--- config.mk ---
export PLATFORM = sky130hd
export DESIGN_NAME = sll_ctrl
export DESIGN_NICKNAME = d
export VERILOG_FILES = /design/src/hdl/sll_pkg.sv /design/src/hdl/sll_ctrl.sv
export SDC_FILE = /design/constraint.sdc
export NUM_CORES = 1
export LEC_CHECK = 0
export BUFFER_PORTS_ARGS = -buffer_cell sky130_fd_sc_hd__buf_2
export CORE_MARGIN = 2
export CORE_UTILIZATION = 30
export CTS_CLUSTER_SIZE = 40
export DETAILED_ROUTE_END_ITERATION = 8
export GPL_ROUTABILITY_DRIVEN = 0
export HOLD_SLACK_MARGIN = 0.12
export SYNTH_ARGS = -nofsm -noshare
export SYNTH_HDL_FRONTEND = slang
export SYNTH_SLANG_ARGS = --single-unit
--- constraint.sdc ---
create_clock -name clk_i -period 3.2 [get_ports clk_i]
set_input_delay 0.32 -clock clk_i [delete_from_list [all_inputs] [get_ports clk_i]]
set_output_delay 0.32 -clock clk_i [all_outputs]
set_load 0.1 [all_outputs]
--- src/hdl/sll_pkg.sv ---
package sll_pkg;

  localparam int unsigned FracBits     = 16;
  localparam int unsigned MaxImages    = 1024;
  localparam int unsigned MaxChannels  = 64;
  localparam int unsigned MaxPositions = 4096;
  localparam int unsigned NormW        = 39;
  localparam int unsigned DivW         = 80;
  localparam int unsigned StepW        = 7;
  localparam int unsigned SlotW        = 12;
  localparam int unsigned LossW        = 52;

  localparam logic [StepW-1:0] GradSteps  = 7'd48;
  localparam logic [StepW-1:0] TotalSteps = 7'd80;
  localparam logic [LossW-1:0] Max52      = {LossW{1'b1}};
  localparam logic [NormW-1:0] OneQ       = 39'd65536;

  typedef enum logic [2:0] {
    CFG_NORM_MODE     = 3'd0,
    CFG_PREFIXED_NORM = 3'd1,
    CFG_NUM_IMAGES    = 3'd2,
    CFG_NUM_CHANNELS  = 3'd3,
    CFG_NUM_POSITIONS = 3'd4,
    CFG_USE_WEIGHTS   = 3'd5,
    CFG_GRAD_SCALE    = 3'd6
  } cfg_idx_e;

  typedef enum logic [2:0] {
    NORM_FULL     = 3'd0,
    NORM_VALID    = 3'd1,
    NORM_BATCH    = 3'd2,
    NORM_PREFIXED = 3'd3
  } norm_mode_e;

  typedef struct packed {
    logic [2:0]         norm_mode;
    logic [30:0]        prefixed_norm;
    logic [10:0]        num_images;
    logic [6:0]         num_channels;
    logic [12:0]        num_positions;
    logic               use_weights;
    logic signed [31:0] grad_scale;
  } cfg_t;

  typedef struct packed {
    logic             capture;
    logic             mul_en;
    logic             sat_en;
    logic             err_en;
    logic             acc_en;
    logic             div_grad;
    logic             div_total;
    logic             grad_en;
    logic             total_en;
    logic             out_load;
    logic             first_chan;
    logic             last_chan;
    logic             last_batch;
    logic [SlotW-1:0] slot;
  } cmd_t;

  typedef struct packed {
    logic div_done;
    logic out_free;
  } sts_t;

  function automatic logic [10:0] clamp_imgs(input logic [10:0] v);
    if (v == 11'd0) return 11'd1;
    return (v > 11'(MaxImages)) ? 11'(MaxImages) : v;
  endfunction

  function automatic logic [6:0] clamp_chans(input logic [6:0] v);
    if (v == 7'd0) return 7'd1;
    return (v > 7'(MaxChannels)) ? 7'(MaxChannels) : v;
  endfunction

  function automatic logic [12:0] clamp_poss(input logic [12:0] v);
    if (v == 13'd0) return 13'd1;
    return (v > 13'(MaxPositions)) ? 13'(MaxPositions) : v;
  endfunction

  function automatic logic [NormW-1:0] norm_calc(input cfg_t c);
    logic [23:0]      area;
    logic [NormW-1:0] n;
    area = 24'(clamp_imgs(c.num_images)) * 24'(clamp_poss(c.num_positions));
    unique case (c.norm_mode)
      NORM_FULL, NORM_VALID: n = NormW'(area) << FracBits;
      NORM_BATCH:            n = NormW'(clamp_imgs(c.num_images)) << FracBits;
      NORM_PREFIXED:         n = NormW'(c.prefixed_norm);
      default:               n = OneQ;
    endcase
    return (n < OneQ) ? OneQ : n;
  endfunction

  function automatic logic signed [31:0] sat32(input logic signed [48:0] x);
    if (x > 49'sd2147483647) return 32'sh7fffffff;
    if (x < -49'sd2147483648) return 32'sh80000000;
    return x[31:0];
  endfunction

endpackage

--- src/hdl/sll_ctrl.sv ---
module sll_ctrl (
  input  logic          clk_i,
  input  logic          rst_ni,
  input  sll_pkg::cfg_t cfg_i,
  input  logic          in_valid_i,
  output logic          in_ready_o,
  input  sll_pkg::sts_t sts_i,
  output sll_pkg::cmd_t cmd_o
);
  import sll_pkg::*;

  typedef enum logic [7:0] {
    ST_IDLE = 8'b0000_0001,
    ST_MUL  = 8'b0000_0010,
    ST_SAT  = 8'b0000_0100,
    ST_ERR  = 8'b0000_1000,
    ST_ACC  = 8'b0001_0000,
    ST_DIVG = 8'b0010_0000,
    ST_DIVT = 8'b0100_0000,
    ST_DONE = 8'b1000_0000
  } state_e;

  state_e      state_q, state_d;
  logic [11:0] pos_q, pos_d;
  logic [5:0]  chan_q, chan_d;
  logic [9:0]  img_q, img_d;
  logic        lb_q, lb_d;
  logic        last_pos, last_chan, last_img;

  assign last_pos  = (13'(pos_q) + 13'd1)  >= clamp_poss(cfg_i.num_positions);
  assign last_chan = (7'(chan_q) + 7'd1)   >= clamp_chans(cfg_i.num_channels);
  assign last_img  = (11'(img_q) + 11'd1)  >= clamp_imgs(cfg_i.num_images);

  always_comb begin
    state_d = state_q;
    pos_d   = pos_q;
    chan_d  = chan_q;
    img_d   = img_q;
    lb_d    = lb_q;
    cmd_o   = '0;
    cmd_o.slot       = pos_q;
    cmd_o.first_chan = (chan_q == '0);
    cmd_o.last_chan  = last_chan;
    cmd_o.last_batch = last_pos && last_chan && last_img;
    unique case (state_q)
      ST_IDLE: begin
        if (in_valid_i) begin
          cmd_o.capture = 1'b1;
          state_d = ST_MUL;
        end
      end
      ST_MUL: begin
        cmd_o.mul_en = 1'b1;
        state_d = ST_SAT;
      end
      ST_SAT: begin
        cmd_o.sat_en = 1'b1;
        state_d = ST_ERR;
      end
      ST_ERR: begin
        cmd_o.err_en = 1'b1;
        state_d = ST_ACC;
      end
      ST_ACC: begin
        cmd_o.acc_en   = 1'b1;
        cmd_o.div_grad = 1'b1;
        lb_d = last_pos && last_chan && last_img;
        if (last_pos) begin
          pos_d = '0;
          if (last_chan) begin
            chan_d = '0;
            img_d  = last_img ? '0 : img_q + 1'b1;
          end else begin
            chan_d = chan_q + 1'b1;
          end
        end else begin
          pos_d = pos_q + 1'b1;
        end
        state_d = ST_DIVG;
      end
      ST_DIVG: begin
        if (sts_i.div_done) begin
          cmd_o.grad_en = 1'b1;
          if (lb_q) begin
            cmd_o.div_total = 1'b1;
            state_d = ST_DIVT;
          end else begin
            state_d = ST_DONE;
          end
        end
      end
      ST_DIVT: begin
        if (sts_i.div_done) begin
          cmd_o.total_en = 1'b1;
          state_d = ST_DONE;
        end
      end
      ST_DONE: begin
        if (sts_i.out_free) begin
          cmd_o.out_load = 1'b1;
          state_d = ST_IDLE;
        end
      end
      default: state_d = ST_IDLE;
    endcase
  end

  always_ff @(posedge clk_i or negedge rst_ni) begin
    if (!rst_ni) begin
      state_q <= ST_IDLE;
      pos_q   <= '0;
      chan_q  <= '0;
      img_q   <= '0;
      lb_q    <= 1'b0;
    end else begin
      state_q <= state_d;
      pos_q   <= pos_d;
      chan_q  <= chan_d;
      img_q   <= img_d;
      lb_q    <= lb_d;
    end
  end

  assign in_ready_o = (state_q == ST_IDLE);

endmodule

# ---- Word level (Yosys, flattened, before mapping)
# Cells that the tools add are included.
dict set report totals {
  ff_bits 37
}
dict set report op_classes {
  addsub 6
  magnitude_cmp 6
  n_eq_ne 12
  n_mux 34
  n_reduce_logical 9
}
# operator count
set ops {}
lappend ops {{8-bit one-hot mux with 8 select lines} 1}
lappend ops {{8-bit 2-to-1 mux} 5}
lappend ops {{13-bit 2-to-1 mux} 3}
lappend ops {{11-bit 2-to-1 mux} 3}
lappend ops {{7-bit 2-to-1 mux} 3}
lappend ops {{12-bit by 1-bit adder with 13-bit output, second input constant} 1}
lappend ops {{13-bit >= comparator} 1}
lappend ops {{13-bit greater-than comparator, second input constant} 1}
lappend ops {{13-bit logical NOT} 1}
lappend ops {{1-bit 2-to-1 mux} 13}
lappend ops {{12-bit by 1-bit adder with 12-bit output, second input constant} 1}
lappend ops {{12-bit 2-to-1 mux} 1}
lappend ops {{10-bit by 1-bit adder with 11-bit output, second input constant} 1}
lappend ops {{11-bit >= comparator} 1}
lappend ops {{11-bit greater-than comparator, second input constant} 1}
lappend ops {{11-bit logical NOT} 1}
lappend ops {{10-bit by 1-bit adder with 10-bit output, second input constant} 1}
lappend ops {{10-bit 2-to-1 mux} 1}
lappend ops {{8-bit by 1-bit equality test with 1-bit output, second input constant} 1}
lappend ops {{8-bit by 2-bit equality test with 1-bit output, second input constant} 1}
lappend ops {{8-bit by 3-bit equality test with 1-bit output, second input constant} 1}
lappend ops {{8-bit by 4-bit equality test with 1-bit output, second input constant} 1}
lappend ops {{8-bit by 5-bit equality test with 1-bit output, second input constant} 1}
lappend ops {{8-bit by 6-bit equality test with 1-bit output, second input constant} 1}
lappend ops {{15 further kinds} 21}

# ---- Longest topological paths before layout
dict set report depth {
  ltp_word 6
  depth_mapped 13
  mapped_depth_nobuf 12
}

# ---- Least setup slack after synthesis
# Ideal clock, no wire load.
dict set report synth_timing {
  kind {reg2out}
  startpoint {register state_q[2]}
  endpoint {output port cmd_o[18] (netlist name)}
  arrival_time_ns 4.023
  required_time_ns 2.880
  slack_ns -1.143
  stages_incl_launch_ff 6
  path_cell_list {dfrtp_1 -> buf_2 -> nor3_1 -> nand3b_1 -> nor3_1 -> and2_1}
}
# element line
set synth_rtl {}
lappend synth_rtl {{from (decl)} sll_ctrl.sv:23} ;# state_e state_q, state_d;
lappend synth_rtl {{from (signal assigned)} sll_ctrl.sv:116} ;# state_q <= state_d;
lappend synth_rtl {{to (decl)} sll_ctrl.sv:8} ;# output sll_pkg::cmd_t cmd_o

==> qor.yml <==
critical_path:
  crit_path_end_kind: "primary output"
  reg2reg_slack_ns: 0.17
  max_stage_delay_ns: 0.42
  reg2reg_depth: 13
  cp-start-kind: "flop"
  worst_ep_required_time_ns: 2.88
  crit_path_max_fanout: 3
  path_common_cell: "a21o_1"
  criticalPathCategory: "reg -> out"
  cp-startpoint: "img_q[1]$_DFFE_PN0P_"
  reg2reg_from: "pos_q[0]$_DFFE_PN0P_"
  path_cells: "buf_6 -> and4_1 -> nand4_1 -> buf_4 -> xnor2_1 -> ha_2 -> a21o_1 -> a21o_1 -> a221o_1 -> and3b_4 -> buf_12"
  r2r-end: "pos_q[0]$_DFFE_PN0P_"
  cp_slowest_cell: "dfrtp_1"
  worstPathArrival_ns: 2.81
run:
  cap_violations: 0
route:
  wl_per_cell_um: 13.2
  met2_length_um: 3650
  wl_met3_um: 267
  via_per_inst: 5.00
  drc_errors: 0
  highest_layer: "met4"
  m1WireLength_um: 3670
  vias: 2913
  final_antenna_net_count: 0
  drt_iter0_drc: 111
  wl_um: 7670
  drt-pass1-iter-count: 4
placed_design:
  hpwl_um: 5670
  port_buffers: 61
  dpl_cell_area_um2: 3630
  dp.cells: 563
sta:
  slew_headroom: 0.435
  period_share: 0.980
  tightestPinTransition_ns: 0.848
  drv_slew: 0
  timing.final.hold_violations: 0
  setup_viol: 0
  hold_ws_ns: 0.123
  max_freq_mhz: 319
  finalCriticalPeriod_ns: 3.13
  finClkSkew_ns: 0.00848
  rsz0062_at_grt: "true"
floorplan:
  die_x_um: 106
  die_h_um: 106
  num_io_pins: 129
  die-area_um2: 11200
  rows: 37
  core_area_um2: 10200
  start_util: 0.305
layout:
  design_area_um2: 3980
  diodes: 0
  layoutNonFillerInstCount: 583
  area_growth_pct: 27.5
  drive_gt1_frac: 0.298
  fin_nets: 584
clock_network:
  htreeDepth: 2
  cts_tree: "yes"
  cts.path.max_buffers: 2
  postCtsHoldBufs: 0
  worstSkewPairLatency_ns: 0.29
  cts_buffers: 5
  clk_pin_slew_ns: 0.08
  numClockSinks: 37
  cts_root_buf: "clkbuf_8"
logic_synthesis:
  syn_nets: 511
  yosysMostFrequentCell: "nand2_1"
  yosysTopAreaCell: "dfrtp_1"
  synth-edff-count: 0
  synthTopCellsByCount: "nand2_1 (62), dfrtp_1 (36), ha_1 (35)"
  synthFlopType: "dfrtp_1"
  yosysWarnings: 0
  synth_cells: 373
  synth_top_area_frac: 0.289
  syn-mean-instance-area_um2: 8.37
  async_flop_share: 1.00
  synth-seq-cells: 37
  syn_area_um2: 3120
  yosysSeqAreaShare: 0.297
  synthDistinctLibCells: 47
  synth_area_leaders: "dfrtp_1 (29%), ha_1 (14%), nand2_1 (7.5%)"
worst_hold_path:
  hold_path.class: "in -> async"
pwr:
  cellPowerDensity_nw_per_um2: 546
  max-vdd-ir-drop_uv: 335
  p_leak_nw: 1.87
status:
  run_status: "completed"
grt:
  grt_pass1_vias: 2921
  grt_overflow: 0
  grt_pass1_wl_um: 13000
  grtUsageTotal: 0.139
  antenna_found_initial: 0
  grt_max_degree: 38
-- what timing repair did --
| item | 4_1_cts | 5_1_grt |
|---|---|---|
| endpoints found under the hold margin | 0 | 0 |
| setup buffers | 6 | 6 |
| resized for setup | 8 | 20 |
| pin swaps | 4 | 9 |
| endpoints found under the setup margin | 1 | 12 |
-- sequential cells by signal (all words and copies together) (netlist names) --
register and cells:
pos_q 12, img_q 10, lb_q 1, state_q 8
chan_q 6
-- layer usage --
layer	global-route usage	vias to the layer above
li1	-	1481
met1	0.178	1366
met2	0.241	59
met3	0.0196	7
met4	0.0432	0
met5	0	-
-- per-stage QoR --
stage / utilization / power (mW) / setup slack, ns / TNS (ns)
floorplan: - / 1.49 / -0.243 / -0.689
global placement: 0.355 / 1.67 / 0.141 / 0
detailed placement: 0.355 / 1.70 / 0.0583 / 0
CTS: 0.375 / 2.15 / 0.00120 / 0
global route: 0.389 / 2.33 / -0.0813 / -0.130
finish: 0.389 / 2.17 / 0.0652 / 0
-- cell usage in the layout (no fill, tap or decap), types with 8 or more instances in the layout --
master and instances:
a21o_1 8, inv_1 13, o21ai_0 19, nor2_1 29
xnor2_1 10, ha_1 30, a21oi_1 11, nand2_1 62
nor3_1 8, nand2b_1 8, buf_4 17, buf_2 59
dfrtp_1 24, nand3_1 12
-- power breakdown --
| part | switching [mW] | internal, mW | leakage [nW] |
|---|---|---|---|
| Clock | 0.178 | 0.254 | 0.0574 |
| Sequential | 0.0808 | 0.542 | 0.432 |
| Combinational | 0.776 | 0.344 | 1.38 |
| Total | 1.03 | 1.14 | 1.87 |
-- how the worst max path moves through the flow --
stage | endpoint | cells after the start
6_report | cmd_o[12] | 11
5_1_grt | cmd_o[12] | 11
4_1_cts | cmd_o[12] | 11
3_5_place_dp | cmd_o[12] | 11
3_3_place_gp | cmd_o[12] | 11
2_1_floorplan | cmd_o[21] | 3
-- final cells by class --
cell class / instances / area [um^2]
clock buffers: 6 / 82.6
clock inverters: 2 / 37.5
inverters: 15 / 61.3
multi-input cells: 307 / 2200
repair buffers: 80 / 473
fillers: 1004 / 6250
flip-flops and latches: 37 / 955
well taps: 136 / 170
-- critical path, delay by kind of cell, from the launching register on --
| kind | cells | cell delay (ns) |
|---|---|---|
| fa+ha+maj | 1 | 0.19 |
| buf+inv | 3 | 0.48 |
| simple gates | 3 | 0.58 |
| flops | 1 | 0.42 |
| xor+xnor | 1 | 0.13 |
| compound gates | 3 | 0.72 |
-- kinds of logic after synthesis --
| family | count (synthesis) | share of synthesized area |
|---|---|---|
| AND/OR/NAND/NOR | 170 | 0.277 |
| XOR/XNOR | 20 | 0.0561 |
| AO/OA/AOI/OAI | 78 | 0.173 |
| adder cells (fa/ha/maj) | 35 | 0.140 |
| multiplexers | 4 | 0.0144 |
| buffers and inverters | 29 | 0.0421 |
| flip-flops | 37 | 0.297 |
No activity file was read; power rests on OpenSTA's default activity.
